File: src/sv/aabb_pkg.sv
// ----------------------------------------------------------------------------
// aabb_pkg
// Shared constants, command codes and payload types of the box collision
// scanner.
// ----------------------------------------------------------------------------
package aabb_pkg;

  localparam int MAX_BOXES  = 8;
  localparam int IDX_W      = (MAX_BOXES > 1) ? $clog2(MAX_BOXES) : 1;
  localparam int FUNC_W     = 2;
  localparam int SLOT_W     = 3;
  localparam int LAYER_W    = 3;
  localparam int COORD_W    = 16;
  localparam int EXT_W      = 15;
  localparam int CMDQ_DEPTH = 4;

  // item function codes, also used as command codes behind the front end
  localparam logic [FUNC_W-1:0] FUNC_WRITE  = 2'd0;
  localparam logic [FUNC_W-1:0] FUNC_REMOVE = 2'd1;
  localparam logic [FUNC_W-1:0] FUNC_SCAN   = 2'd2;

  localparam logic [LAYER_W-1:0] LAYER_NONE = 3'd0;

  typedef struct packed {
    logic [FUNC_W-1:0]         func;
    logic [SLOT_W-1:0]         slot;
    logic                      enable_bit;
    logic [LAYER_W-1:0]        source_layer;
    logic [LAYER_W-1:0]        target_layer;
    logic                      handler_present;
    logic signed [COORD_W-1:0] centre_x;
    logic signed [COORD_W-1:0] centre_y;
    logic [EXT_W-1:0]          extent_x;
    logic [EXT_W-1:0]          extent_y;
  } in_item_t;

  typedef struct packed {
    logic [SLOT_W-1:0] src_index;
    logic [SLOT_W-1:0] dst_index;
    logic              notify_target;
    logic              notify_source;
    logic              scan_done;
  } out_item_t;

  typedef struct packed {
    logic                      enabled;
    logic [LAYER_W-1:0]        src_layer;
    logic [LAYER_W-1:0]        tgt_layer;
    logic                      handler;
    logic signed [COORD_W-1:0] cx;
    logic signed [COORD_W-1:0] cy;
    logic [EXT_W-1:0]          w;
    logic [EXT_W-1:0]          h;
  } box_t;

  localparam int BOX_W = $bits(box_t);

  typedef struct packed {
    logic [FUNC_W-1:0] op;
    logic [IDX_W-1:0]  slot;
    box_t              box;
  } cmd_t;

endpackage

File: src/sv/aabb_ram.sv
// ----------------------------------------------------------------------------
// aabb_ram
// Generic single write port, single read port RAM with registered read data.
// ----------------------------------------------------------------------------
module aabb_ram #(
  parameter int WIDTH = 8,
  parameter int DEPTH = 8
) (
  input  logic                                    clk,
  input  logic                                    wr_en,
  input  logic [((DEPTH > 1) ? $clog2(DEPTH) : 1)-1:0] wr_addr,
  input  logic [WIDTH-1:0]                        wr_data,
  input  logic [((DEPTH > 1) ? $clog2(DEPTH) : 1)-1:0] rd_addr,
  output logic [WIDTH-1:0]                        rd_data
);

  logic [WIDTH-1:0] mem [DEPTH];

  always_ff @(posedge clk) begin
    if (wr_en) begin
      mem[wr_addr] <= wr_data;
    end
    rd_data <= mem[rd_addr];
  end

endmodule

File: src/sv/aabb_front.sv
// ----------------------------------------------------------------------------
// aabb_front
// Takes items from the command port, drops those that do nothing and turns
// the rest into commands for the queue.
// ----------------------------------------------------------------------------
module aabb_front (
  input  logic              start,
  output logic              busy,
  input  aabb_pkg::in_item_t item,
  input  logic              q_full,
  output logic              push,
  output aabb_pkg::cmd_t    push_cmd
);

  logic accept;
  logic slot_ok;
  logic keep;

  assign busy    = q_full;
  assign accept  = start && !q_full;
  assign slot_ok = {1'b0, item.slot} < (aabb_pkg::SLOT_W + 1)'(aabb_pkg::MAX_BOXES);

  always_comb begin
    case (item.func)
      aabb_pkg::FUNC_WRITE, aabb_pkg::FUNC_REMOVE: begin
        keep = slot_ok;
      end
      aabb_pkg::FUNC_SCAN: begin
        keep = 1'b1;
      end
      default: begin
        keep = 1'b0;
      end
    endcase
  end

  assign push = accept && keep;

  always_comb begin
    push_cmd.op            = item.func;
    push_cmd.slot          = item.slot[aabb_pkg::IDX_W-1:0];
    push_cmd.box.enabled   = item.enable_bit;
    push_cmd.box.src_layer = item.source_layer;
    push_cmd.box.tgt_layer = item.target_layer;
    push_cmd.box.handler   = item.handler_present;
    push_cmd.box.cx        = item.centre_x;
    push_cmd.box.cy        = item.centre_y;
    push_cmd.box.w         = item.extent_x;
    push_cmd.box.h         = item.extent_y;
  end

endmodule

File: src/sv/aabb_cmdq.sv
// ----------------------------------------------------------------------------
// aabb_cmdq
// Short command queue between the front end and the scan engine.
// ----------------------------------------------------------------------------
module aabb_cmdq (
  input  logic           clk,
  input  logic           rst,
  input  logic           push,
  input  aabb_pkg::cmd_t push_cmd,
  output logic           full,
  input  logic           pop,
  output logic           q_valid,
  output aabb_pkg::cmd_t q_cmd
);

  localparam int PTR_W = (aabb_pkg::CMDQ_DEPTH > 1) ? $clog2(aabb_pkg::CMDQ_DEPTH) : 1;
  localparam int CNT_W = $clog2(aabb_pkg::CMDQ_DEPTH + 1);

  aabb_pkg::cmd_t entries [aabb_pkg::CMDQ_DEPTH];
  logic [PTR_W-1:0] wr_ptr;
  logic [PTR_W-1:0] rd_ptr;
  logic [CNT_W-1:0] count;
  logic             do_push;
  logic             do_pop;

  assign full    = count == CNT_W'(aabb_pkg::CMDQ_DEPTH);
  assign q_valid = count != '0;
  assign q_cmd   = entries[rd_ptr];
  assign do_push = push && !full;
  assign do_pop  = pop && q_valid;

  function automatic logic [PTR_W-1:0] ptr_inc(input logic [PTR_W-1:0] p);
    return (p == PTR_W'(aabb_pkg::CMDQ_DEPTH - 1)) ? '0 : p + 1'b1;
  endfunction

  always_ff @(posedge clk) begin
    if (do_push) begin
      entries[wr_ptr] <= push_cmd;
    end
  end

  always_ff @(posedge clk) begin
    if (rst) begin
      wr_ptr <= '0;
      rd_ptr <= '0;
      count  <= '0;
    end else begin
      if (do_push) begin
        wr_ptr <= ptr_inc(wr_ptr);
      end
      if (do_pop) begin
        rd_ptr <= ptr_inc(rd_ptr);
      end
      if (do_push && !do_pop) begin
        count <= count + 1'b1;
      end else if (do_pop && !do_push) begin
        count <= count - 1'b1;
      end
    end
  end

  // the front end must never offer a command to a full queue
  a_no_push_when_full: assert property (@(posedge clk) disable iff (rst)
    full |-> !push)
    else $error("command pushed into full queue");

endmodule

File: src/sv/aabb_back.sv
// ----------------------------------------------------------------------------
// aabb_back
// Scan engine: holds the box table, applies writes and removes, and walks
// all ordered slot pairs through a short compare pipeline.
// ----------------------------------------------------------------------------
module aabb_back (
  input  logic                clk,
  input  logic                rst,
  input  logic                q_valid,
  input  aabb_pkg::cmd_t      q_cmd,
  output logic                pop,
  output logic                strobe,
  output aabb_pkg::out_item_t result
);

  localparam int IW = aabb_pkg::IDX_W;
  localparam logic [IW-1:0] LAST_IDX = IW'(aabb_pkg::MAX_BOXES - 1);

  localparam logic [1:0] ST_IDLE   = 2'd0;
  localparam logic [1:0] ST_SCAN   = 2'd1;
  localparam logic [1:0] ST_FINISH = 2'd2;

  logic [1:0]                    state;
  logic [1:0]                    state_next;
  logic [IW-1:0]                 src_idx;
  logic [IW-1:0]                 src_idx_next;
  logic [IW-1:0]                 dst_idx;
  logic [IW-1:0]                 dst_idx_next;
  logic [aabb_pkg::MAX_BOXES-1:0] slot_valid;
  logic [aabb_pkg::MAX_BOXES-1:0] slot_valid_next;
  logic                          ram_we;
  logic                          issue_pair;
  logic                          issue_done;

  // compare stage
  logic          b_valid;
  logic          b_done;
  logic [IW-1:0] b_src;
  logic [IW-1:0] b_dst;
  aabb_pkg::box_t src_box;
  aabb_pkg::box_t dst_box;
  logic          hit;

  aabb_ram #(.WIDTH(aabb_pkg::BOX_W), .DEPTH(aabb_pkg::MAX_BOXES)) u_src_ram (
    .clk     (clk),
    .wr_en   (ram_we),
    .wr_addr (q_cmd.slot),
    .wr_data (q_cmd.box),
    .rd_addr (src_idx),
    .rd_data (src_box)
  );

  aabb_ram #(.WIDTH(aabb_pkg::BOX_W), .DEPTH(aabb_pkg::MAX_BOXES)) u_dst_ram (
    .clk     (clk),
    .wr_en   (ram_we),
    .wr_addr (q_cmd.slot),
    .wr_data (q_cmd.box),
    .rd_addr (dst_idx),
    .rd_data (dst_box)
  );

  // doubled-centre test reduces to 2|c1 - c2| <= e1 + e2
  function automatic logic axis_hit(
    input logic signed [aabb_pkg::COORD_W-1:0] c1,
    input logic signed [aabb_pkg::COORD_W-1:0] c2,
    input logic [aabb_pkg::EXT_W-1:0]          e1,
    input logic [aabb_pkg::EXT_W-1:0]          e2
  );
    logic signed [aabb_pkg::COORD_W:0] diff;
    logic [aabb_pkg::COORD_W:0]        mag;
    logic [aabb_pkg::COORD_W+1:0]      lhs;
    logic [aabb_pkg::COORD_W+1:0]      rhs;
    diff = {c1[aabb_pkg::COORD_W-1], c1} - {c2[aabb_pkg::COORD_W-1], c2};
    mag  = diff[aabb_pkg::COORD_W] ? $unsigned(-diff) : $unsigned(diff);
    lhs  = {mag, 1'b0};
    rhs  = (aabb_pkg::COORD_W + 2)'(e1) + (aabb_pkg::COORD_W + 2)'(e2);
    return lhs <= rhs;
  endfunction

  always_comb begin
    state_next      = state;
    src_idx_next    = src_idx;
    dst_idx_next    = dst_idx;
    slot_valid_next = slot_valid;
    pop             = 1'b0;
    ram_we          = 1'b0;
    issue_pair      = 1'b0;
    issue_done      = 1'b0;
    case (state)
      ST_IDLE: begin
        if (q_valid) begin
          pop = 1'b1;
          case (q_cmd.op)
            aabb_pkg::FUNC_WRITE: begin
              ram_we                      = 1'b1;
              slot_valid_next[q_cmd.slot] = 1'b1;
            end
            aabb_pkg::FUNC_REMOVE: begin
              slot_valid_next[q_cmd.slot] = 1'b0;
            end
            aabb_pkg::FUNC_SCAN: begin
              state_next   = ST_SCAN;
              src_idx_next = '0;
              dst_idx_next = '0;
            end
            default: begin
              pop = 1'b1;
            end
          endcase
        end
      end
      ST_SCAN: begin
        issue_pair = 1'b1;
        if (dst_idx == LAST_IDX) begin
          dst_idx_next = '0;
          if (src_idx == LAST_IDX) begin
            state_next = ST_FINISH;
          end else begin
            src_idx_next = src_idx + 1'b1;
          end
        end else begin
          dst_idx_next = dst_idx + 1'b1;
        end
      end
      ST_FINISH: begin
        issue_done = 1'b1;
        state_next = ST_IDLE;
      end
      default: begin
        state_next = ST_IDLE;
      end
    endcase
  end

  always_ff @(posedge clk) begin
    if (rst) begin
      state      <= ST_IDLE;
      src_idx    <= '0;
      dst_idx    <= '0;
      slot_valid <= '0;
      b_valid    <= 1'b0;
      b_done     <= 1'b0;
      strobe     <= 1'b0;
    end else begin
      state      <= state_next;
      src_idx    <= src_idx_next;
      dst_idx    <= dst_idx_next;
      slot_valid <= slot_valid_next;
      b_valid    <= issue_pair || issue_done;
      b_done     <= issue_done;
      strobe     <= b_valid && (b_done || hit);
    end
  end

  always_ff @(posedge clk) begin
    b_src <= src_idx;
    b_dst <= dst_idx;
  end

  assign hit = slot_valid[b_src] && src_box.enabled && (src_box.tgt_layer != aabb_pkg::LAYER_NONE)
            && slot_valid[b_dst] && (b_src != b_dst) && dst_box.enabled
            && (src_box.tgt_layer == dst_box.src_layer)
            && axis_hit(src_box.cx, dst_box.cx, src_box.w, dst_box.w)
            && axis_hit(src_box.cy, dst_box.cy, src_box.h, dst_box.h);

  always_ff @(posedge clk) begin
    if (b_done) begin
      result <= '{src_index: '0, dst_index: '0, notify_target: 1'b0,
                  notify_source: 1'b0, scan_done: 1'b1};
    end else begin
      result <= '{src_index: aabb_pkg::SLOT_W'(b_src), dst_index: aabb_pkg::SLOT_W'(b_dst),
                  notify_target: dst_box.handler, notify_source: src_box.handler,
                  scan_done: 1'b0};
    end
  end

  a_finish_returns_idle: assert property (@(posedge clk) disable iff (rst)
    (state == ST_FINISH) |=> (state == ST_IDLE))
    else $error("scan did not return to idle after the done token");

  a_done_follows_finish: assert property (@(posedge clk) disable iff (rst)
    (strobe && result.scan_done) |-> ($past(state, 2) == ST_FINISH))
    else $error("done transfer not caused by end of scan");

  a_event_distinct_slots: assert property (@(posedge clk) disable iff (rst)
    (strobe && !result.scan_done) |-> (result.src_index != result.dst_index))
    else $error("event transfer pairs a slot with itself");

endmodule

File: src/sv/aabb_pairwise_collision_scan_top.sv
// ----------------------------------------------------------------------------
// aabb_pairwise_collision_scan_top
// Broad-phase box collision scanner over a small slot table.
// ----------------------------------------------------------------------------
// usage:
//   an item on item is taken at a clock edge with start high and busy low.
//   func write stores a box in a slot, remove frees it, scan walks all
//   ordered slot pairs. writes or removes to slots past the table and the
//   unused func code are taken and dropped.
//   commands go through a four deep queue; busy is high while it is full.
//   the engine takes no new command until a scan is through; a scan walks
//   all MAX_BOXES squared ordered pairs: one pair is read from the two
//   table copies per cycle, so the pair count sets the scan time.
//   each colliding pair gives one transfer on result, marked by strobe for
//   one cycle, in source then target slot order; a done transfer closes
//   every scan. pair indices, table reads and strobe are registered in turn;
//   the receiver cannot stall results.
//   reset empties the queue and marks every slot free.
// ----------------------------------------------------------------------------
module aabb_pairwise_collision_scan_top (
  input  logic                clk,
  input  logic                rst,
  input  logic                start,
  output logic                busy,
  input  aabb_pkg::in_item_t  item,
  output logic                strobe,
  output aabb_pkg::out_item_t result
);

  logic           q_full;
  logic           push;
  aabb_pkg::cmd_t push_cmd;
  logic           pop;
  logic           q_valid;
  aabb_pkg::cmd_t q_cmd;

  aabb_front u_front (
    .start    (start),
    .busy     (busy),
    .item     (item),
    .q_full   (q_full),
    .push     (push),
    .push_cmd (push_cmd)
  );

  aabb_cmdq u_cmdq (
    .clk      (clk),
    .rst      (rst),
    .push     (push),
    .push_cmd (push_cmd),
    .full     (q_full),
    .pop      (pop),
    .q_valid  (q_valid),
    .q_cmd    (q_cmd)
  );

  aabb_back u_back (
    .clk     (clk),
    .rst     (rst),
    .q_valid (q_valid),
    .q_cmd   (q_cmd),
    .pop     (pop),
    .strobe  (strobe),
    .result  (result)
  );

endmodule

File: config.mk
export PLATFORM = sky130hd
export DESIGN_NAME = aabb_pairwise_collision_scan_top
export DESIGN_NICKNAME = d
export VERILOG_FILES = /design/src/sv/aabb_pkg.sv /design/src/sv/aabb_ram.sv /design/src/sv/aabb_front.sv /design/src/sv/aabb_cmdq.sv /design/src/sv/aabb_back.sv /design/src/sv/aabb_pairwise_collision_scan_top.sv
export SDC_FILE = /design/constraint.sdc
export NUM_CORES = 1
export LEC_CHECK = 0
export ABC_CLOCK_PERIOD_IN_PS = 8950
export BUFFER_PORTS_ARGS = -buffer_cell sky130_fd_sc_hd__buf_2
export CORE_UTILIZATION = 40
export DETAILED_ROUTE_END_ITERATION = 10
export GPL_ROUTABILITY_DRIVEN = 0
export PLACE_DENSITY = 0.63
export REMOVE_ABC_BUFFERS = 1
export SYNTH_ARGS = -nofsm -noshare
export SYNTH_HDL_FRONTEND = slang
export SYNTH_SLANG_ARGS = --single-unit
File: constraint.sdc
create_clock -name clk -period 8.95 [get_ports clk]
set_input_delay 1.3425 -clock clk [delete_from_list [all_inputs] [get_ports clk]]
set_output_delay 1.3425 -clock clk [all_outputs]
set_load 0.02 [all_outputs]
# [After elaboration in Yosys (flattened, before gate mapping)]
# Memory sizes are Yosys's and may differ from the RTL's. A register that Yosys moved wholly into a read port is not among the register bits.
# Cells that the tools add are included.
[classes] n_addsub=12 mul=0 div_mod_pow=0 magnitude_cmp=6 eq_ne=18 shift=0 muxes=40 bitwise_logic=3 n_reduce_logical=34
[ops] operator="$le 18x18->1" n=2
[ops] operator="$mux 17" n=2
[ops] operator="$neg 17->17" n=2
[ops] operator="$sub 16x16->17" n=2
[ops] operator="$add 15x15->16" n=2
[ops] operator="$mux 3" n=7
[ops] operator="$logic_and 1x1->1" n=16
[ops] operator="$mux 1" n=16
[ops] operator="$mux 2" n=8
[ops] operator="$pmux 8 s2" n=1
[ops] operator="$lt 3x4->1 const B" n=3
[ops] operator="$pmux 3 s2" n=2
[ops] operator="$eq 2x2->1 const B" n=5
[ops] operator="$add 3x1->3 const B" n=3
[ops] operator="$eq 3x3->1 const B" n=3
[ops] operator="$and 8x8->8" n=1
[ops] operator="$not 8->8" n=1
[ops] operator="$or 8x8->8" n=1
[ops] operator="$bmux 1 s3" n=2
[ops] operator="$eq 2x1->1 const B" n=3
[ops] operator="$logic_not 2->1" n=3
[ops] operator="$ne 2x2->1 const B" n=3
[ops] operator="$reduce_and 3->1" n=2
[ops] operator="$reduce_bool 2->1" n=3
[ops] operator="14 further kinds" n=20
[word_totals] register_bits=41 latch_bits=0 ramBits=1420 mem_bits_ro=0 in_bits=78 n_memories=3
[mem_list] name="u_back.u_dst_ram.mem" words=8 width=70 rd=1 rd_clocked_by_memory_dff=1 write_ports=1 line_no="aabb_ram.sv:17" rtl="logic [WIDTH-1:0] mem [DEPTH];"
[mem_list] name="u_back.u_src_ram.mem" words=8 width=70 rd=1 rd_clocked_by_memory_dff=1 write_ports=1 line_no="aabb_ram.sv:17"
[mem_list] name="u_cmdq.entries" words=4 width=75 rd=1 rd_clocked_by_memory_dff=1 write_ports=1 line_no="aabb_cmdq.sv:19" rtl="aabb_pkg::cmd_t entries [aabb_pkg::CMDQ_DEPTH];"

# [Logic depth before layout (Yosys ltp)]
[logic_depth] ltp_word=12 ltp_mapped=24 ltp_nobuf=23

# [Modules after synthesis]
# Synthesis repeated with hierarchy kept, for this count alone.
[unflattened] cells_unflattened=3051 hier_area_um2=62698.9
[modules_own_cells] mod="aabb_ram" n_inst=2 cells_each=893 area_each_um2=22467.8 seq_area_each_um2=18217.5
[modules_own_cells] mod="aabb_cmdq" n_inst=1 cells_each=441 area_each_um2=11315.9 seq_area_each_um2=9188.8
[modules_own_cells] mod="aabb_back" n_inst=1 cells_each=746 area_each_um2=5860.6 seq_area_each_um2=680.7
[modules_own_cells] mod="aabb_front" n_inst=1 cells_each=78 area_each_um2=586.8 seq_area_each_um2=0.0

# [Worst setup path after synthesis]
# No wires, ideal clock.
[synth_timing] path_kind="register -> register" from="register (tool-made name)" to="memory u_back.u_src_ram.mem[4][0] in the netlist's numbering (enable)" arrival_ns=6.241 required_time_ns=8.366 path_slack_ns=2.124 path_stages_with_launch=5 path_buffers=2 period_less_slack_ns=6.826 path_cell_list="dfxtp_1 > clkbuf_1 > clkbuf_1 > mux4_2 > nor3_1"
[synth_lines] item="end: declaration" line_no="aabb_ram.sv:17"

# [Final worst setup path]
[layout_timing] from="register u_back.u_src_ram.rd_data[46] (read register of u_back.u_src_ram.mem)" to="register u_back.strobe"
[layout_via] elab_chain_cells=8
[layout_lines] item="start: declaration" line_no="aabb_ram.sv:14" rtl="output logic [WIDTH-1:0] rd_data"
[layout_lines] item="$sub 16x16->17 (*)" line_no="aabb_back.sv:73" rtl="diff = {c1[aabb_pkg::COORD_W-1], c1} - {c2[aabb_pkg::COORD_W-1], c2};"
[layout_lines] item="$neg 17->17" line_no="aabb_back.sv:74" rtl="mag = diff[aabb_pkg::COORD_W] ? $unsigned(-diff) : $unsigned(diff);"
[layout_lines] item="$mux 17 (*)" line_no="aabb_back.sv:74"
[layout_lines] item="$le 18x18->1 (*)" line_no="aabb_back.sv:77" rtl="return lhs <= rhs;"
[layout_lines] item="$logic_and 1x1->1 (*)" line_no="aabb_back.sv:163" rtl="&& axis_hit(src_box.cx, dst_box.cx, src_box.w, dst_box.w)"
[layout_lines] item="$logic_and 1x1->1 (*)" line_no="aabb_back.sv:164" rtl="&& axis_hit(src_box.cy, dst_box.cy, src_box.h, dst_box.h);"
[layout_lines] item="$logic_or 1x1->1 (*)" line_no="aabb_back.sv:151" rtl="strobe <= b_valid && (b_done || hit);"
[layout_lines] item="$logic_and 1x1->1 (*)" line_no="aabb_back.sv:151"
[layout_lines] item="end signal: assignment" line_no="aabb_back.sv:151"
[layout_lines] item="end: declaration" line_no="aabb_back.sv:12" rtl="output logic strobe,"
# Mark *: on every way between the ends. The rest lies on a longest branch, timed or not.
# A chain may end at the register's enable or synchronous reset.

==> results.toml <==
[cells_and_area]
syn2layout_area_growth_pct = 13.3
utilization_pct = 45.8
final_nets = 2641
drive_gt1_share_pct = 31.5
stdcell_area_um2 = 50000

[cts]
clkSinkCount = 1037
cts_hold_repair.buffers = 0
htree_levels = 3
path_clk_slew_ns = 0.06
cts_resized = 0
tritoncts = "built"
worstSkewPairLatency_ns = 0.68
cts_setup_buffers = 0
cts_made_buffers = 104
cts-root-buf = "clkbuf_16"
cts_buffer_depth = 3

[detailed_routing]
drtAntennaViolNets = 0
firstDrtPassIters = 5
viasPerCell = 5.47
post_drt_wl_per_cell_um = 23.0
drt_iter0_markers = 1606
wirelength_um = 92500
drc = 0
vias = 22000

[global_routing]
met1_usage_pct = 21.6
grt_pass1_wl_um = 143000
grt-busiest-layer = "met2"
groute.usage.overall_pct = 16.8
use_met3_pct = 2.42
grt_overflow = 0
use_met2_pct = 29.7
grt_pass1_vias = 24100
grt_max_degree = 117
antenna_found_initial = 3

[logic_synthesis]
yosys_register_bits = 1037
synth_top_area_share_pct = 58.5
syn_area_um2 = 44100
synth_cells = 2333
synth_flop_cell = "edfxtp_1"
synth_seq_area_share_pct = 66.5
yosys_warnings = 0
synth.distinct_cells = 66
yosys.area.top_type = "edfxtp_1"
ys_top_cells_by_area = "edfxtp_1 (59%), mux4_2 (18%), dfxtp_1 (8.0%)"
synth_most_common_cell = "edfxtp_1"
ys_top_cells_by_count = "edfxtp_1 (860), mux4_2 (346), dfxtp_1 (177)"
synth_area_per_cell_um2 = 18.9
synth_edf_count = 860
synthArstFlopShare_pct = 0

[min_path]
holdPathEnd = "u_back.result[1]$_SDFF_PP0_"
worstHoldPathType = "flop to flop"
hold_start = "u_back.u_src_ram.rd_data[62]$_DFF_P_"
whs_path_depth = 1

[placed_design]
hpwl_um = 54600
portBuffers = 88
place_area_um2 = 46400

[critical_path]
critPathTopFamily = "simple AND/OR/NAND/NOR gates"
r2r-end = "u_back.strobe$_SDFF_PP0_"
r2r_slack_ns = 3.50
slowest_stage = "or4b_2"
crit_path_max_incr_delay_ns = 0.62
path_class = "flop to flop"
required_ns = 9.58
cp_max_fo = 4
cp_cell_sequence = "inv_1, ha_1, fa_1, nor2b_1, o31a_1, a2bb2oi_1, xnor2_1, nand4_1, nor4b_1, a31oi_1, xor2_1, ha_1, and4_1, nand3_1, or4b_2, o21ai_0, nand2_1, a2111oi_0, a22o_1"
worst-path-buf-inv = 1
rr_worst_depth = 19
startpoint_type = "flop"
cp-end-kind = "flop"
cp_common_cell = "ha_1"
worstPathArrival_ns = 6.08
timing.rr.start = "u_back.u_src_ram.rd_data[46]$_DFF_P_"

[sta]
skew_ns = 0.0204
finalCritPeriodShare_pct = 60.9
slew_headroom_pct = 21.1
grt_setup_unrepaired = "no"
finalHoldViolCount = 0
tightest_slew_ns = 1.18
setup_violations = 0
drv_slew = 0
min_period_ns = 5.45
fmax_ghz = 0.183

[die]
rows = 121
start_util_pct = 40.4
coreArea_um2 = 109000
die_w_um = 334
dieArea_um2 = 112000
io_pins = 89
die_y_um = 334

[pwr]
leakage_uw = 0.0162
power.total_uw = 13400
power.density_nw_per_um2 = 269
ir_drop_uv = 244

[run]
maxCapViolCount = 0

[run_status]
status = "complete, no violations"
## cells in the final DEF (no fill, tap or decap), types with 7 or more instances in the layout
master / synthesis / final
clkinv_1: 0 / 9
clkbuf_16: 0 / 104
nand2b_1: 12 / 12
nand4_1: 7 / 7
a31oi_1: 8 / 8
o21ai_1: 7 / 7
clkbuf_8: 0 / 17
dfxtp_4: 0 / 8
mux4_2: 346 / 346
dfxtp_1: 177 / 169
clkinv_2: 0 / 20
and2_4: 1 / 8
buf_4: 0 / 23
nand2_1: 40 / 40
mux2i_1: 11 / 11
inv_1: 71 / 71
a211oi_1: 8 / 8
o21a_1: 8 / 8
edfxtp_1: 860 / 860
o31ai_1: 8 / 8
or3_1: 8 / 8
a21oi_1: 72 / 72
clkinvlp_4: 0 / 7
buf_2: 0 / 88
o21bai_1: 10 / 10
xor2_1: 28 / 28
xnor2_1: 52 / 52
nor2_1: 61 / 57
bufinv_16: 0 / 13
o21ai_0: 33 / 33
nor2b_1: 27 / 27
a21o_1: 18 / 18
nor3_1: 21 / 20
clkbuf_1: 68 / 16
nand3_1: 16 / 16
ha_1: 107 / 107
mux2_2: 135 / 135
## how the worst max path moves through the flow
stage                                                     from                              endpoint  slack [ns]  cells past startpoint
after detailed placement  u_back.u_src_ram.rd_data[46]$_DFF_P_              u_back.strobe$_SDFF_PP0_        3.56                     19
after global routing      u_back.u_src_ram.rd_data[46]$_DFF_P_              u_back.strobe$_SDFF_PP0_        3.19                     23
final                     u_back.u_src_ram.rd_data[46]$_DFF_P_              u_back.strobe$_SDFF_PP0_        3.50                     19
after floorplan                                           flop  u_back.u_src_ram.mem[4][0]$_DFFE_PP_       -0.61                      4
after global placement    u_back.u_src_ram.rd_data[46]$_DFF_P_              u_back.strobe$_SDFF_PP0_        3.91                     23
after CTS                 u_back.u_src_ram.rd_data[46]$_DFF_P_              u_back.strobe$_SDFF_PP0_        3.51                     19
## report_power, final
group,total (µW),internal (µW),switching (µW)
registers,6080,5910,169
clock network,4540,2680,1860
logic,2820,1200,1620
## layer usage
layer | vias to the layer above | part of all wire, % | routed length (µm)
li1 | 9764 | - | -
met1 | 11600 | 42 | 39200
met2 | 455 | 52 | 47900
met3 | 159 | 3.6 | 3310
met4 | 4 | 2.3 | 2110
met5 | - | 0.027 | 25
## state kept, by name (all words and copies together) (netlist names), named ones only
signal / count
u_back.b_done: 1
u_back.b_dst: 3
u_back.b_src: 3
u_back.b_valid: 1
u_back.dst_idx: 3
u_back.result: 9
u_back.src_idx: 3
u_back.state: 2
u_back.strobe: 1
u_back.u_dst_ram.rd_data: 67
u_back.u_src_ram.mem: 560
u_back.u_src_ram.rd_data: 67
u_cmdq.count: 3
u_cmdq.entries: 300
u_cmdq.rd_ptr: 2
u_cmdq.wr_ptr: 2
## area by class of cell
class	count	area (µm²)
Fill cell	9089	59100
Sequential cell	1037	29400
Multi-Input combinational cell	1123	14200
Clock buffer	137	2900
Tap cell	1476	1850
Clock inverter	61	758
Timing Repair Buffer	114	673
Inverter	71	267
Antenna cell	1	2.50
## worst reg2reg max path, stage by stage (launching register included)
cell       delay [ns]
dfxtp_1          0.31
inv_1            0.04
ha_1             0.21
fa_1             0.43
nor2b_1          0.28
o31a_1           0.24
a2bb2oi_1        0.38
xnor2_1          0.24
nand4_1          0.17
nor4b_1          0.57
a31oi_1          0.19
xor2_1           0.18
ha_1             0.29
and4_1           0.17
nand3_1          0.09
or4b_2           0.62
o21ai_0          0.10
nand2_1          0.09
a2111oi_0        0.61
a22o_1           0.21
## cells by family (layout without fill, tap and decap cells)
family | count (synthesis) | count (layout) | synth area share (%)
DFF | 1037 | 1037 | 66.5
AOI/OAI and AO/OA | 208 | 208 | 3.03
other | 0 | 1 | 0
buffers and inverters | 173 | 383 | 1.47
and+or+nand+nor | 230 | 230 | 2.72
adders and majority gates | 112 | 112 | 3.26
muxes | 493 | 493 | 21.4
xor gates and xnor gates | 80 | 80 | 1.59
## through the flow
step / TNS (ns) / setup WS (ns) / hold slack [ns] / instances
floorplan: -43.05 / -0.615 / 0.414 / 2231
global placement: 0 / 3.91 / 0.434 / 3821
detailed placement: 0 / 3.56 / 0.454 / 3821
CTS: 0 / 3.51 / 0.450 / 4019
global route: 0 / 3.19 / 0.459 / 4019
finish: 0 / 3.50 / 0.448 / 4020
Note: power is estimated with default switching activity, not from simulation.
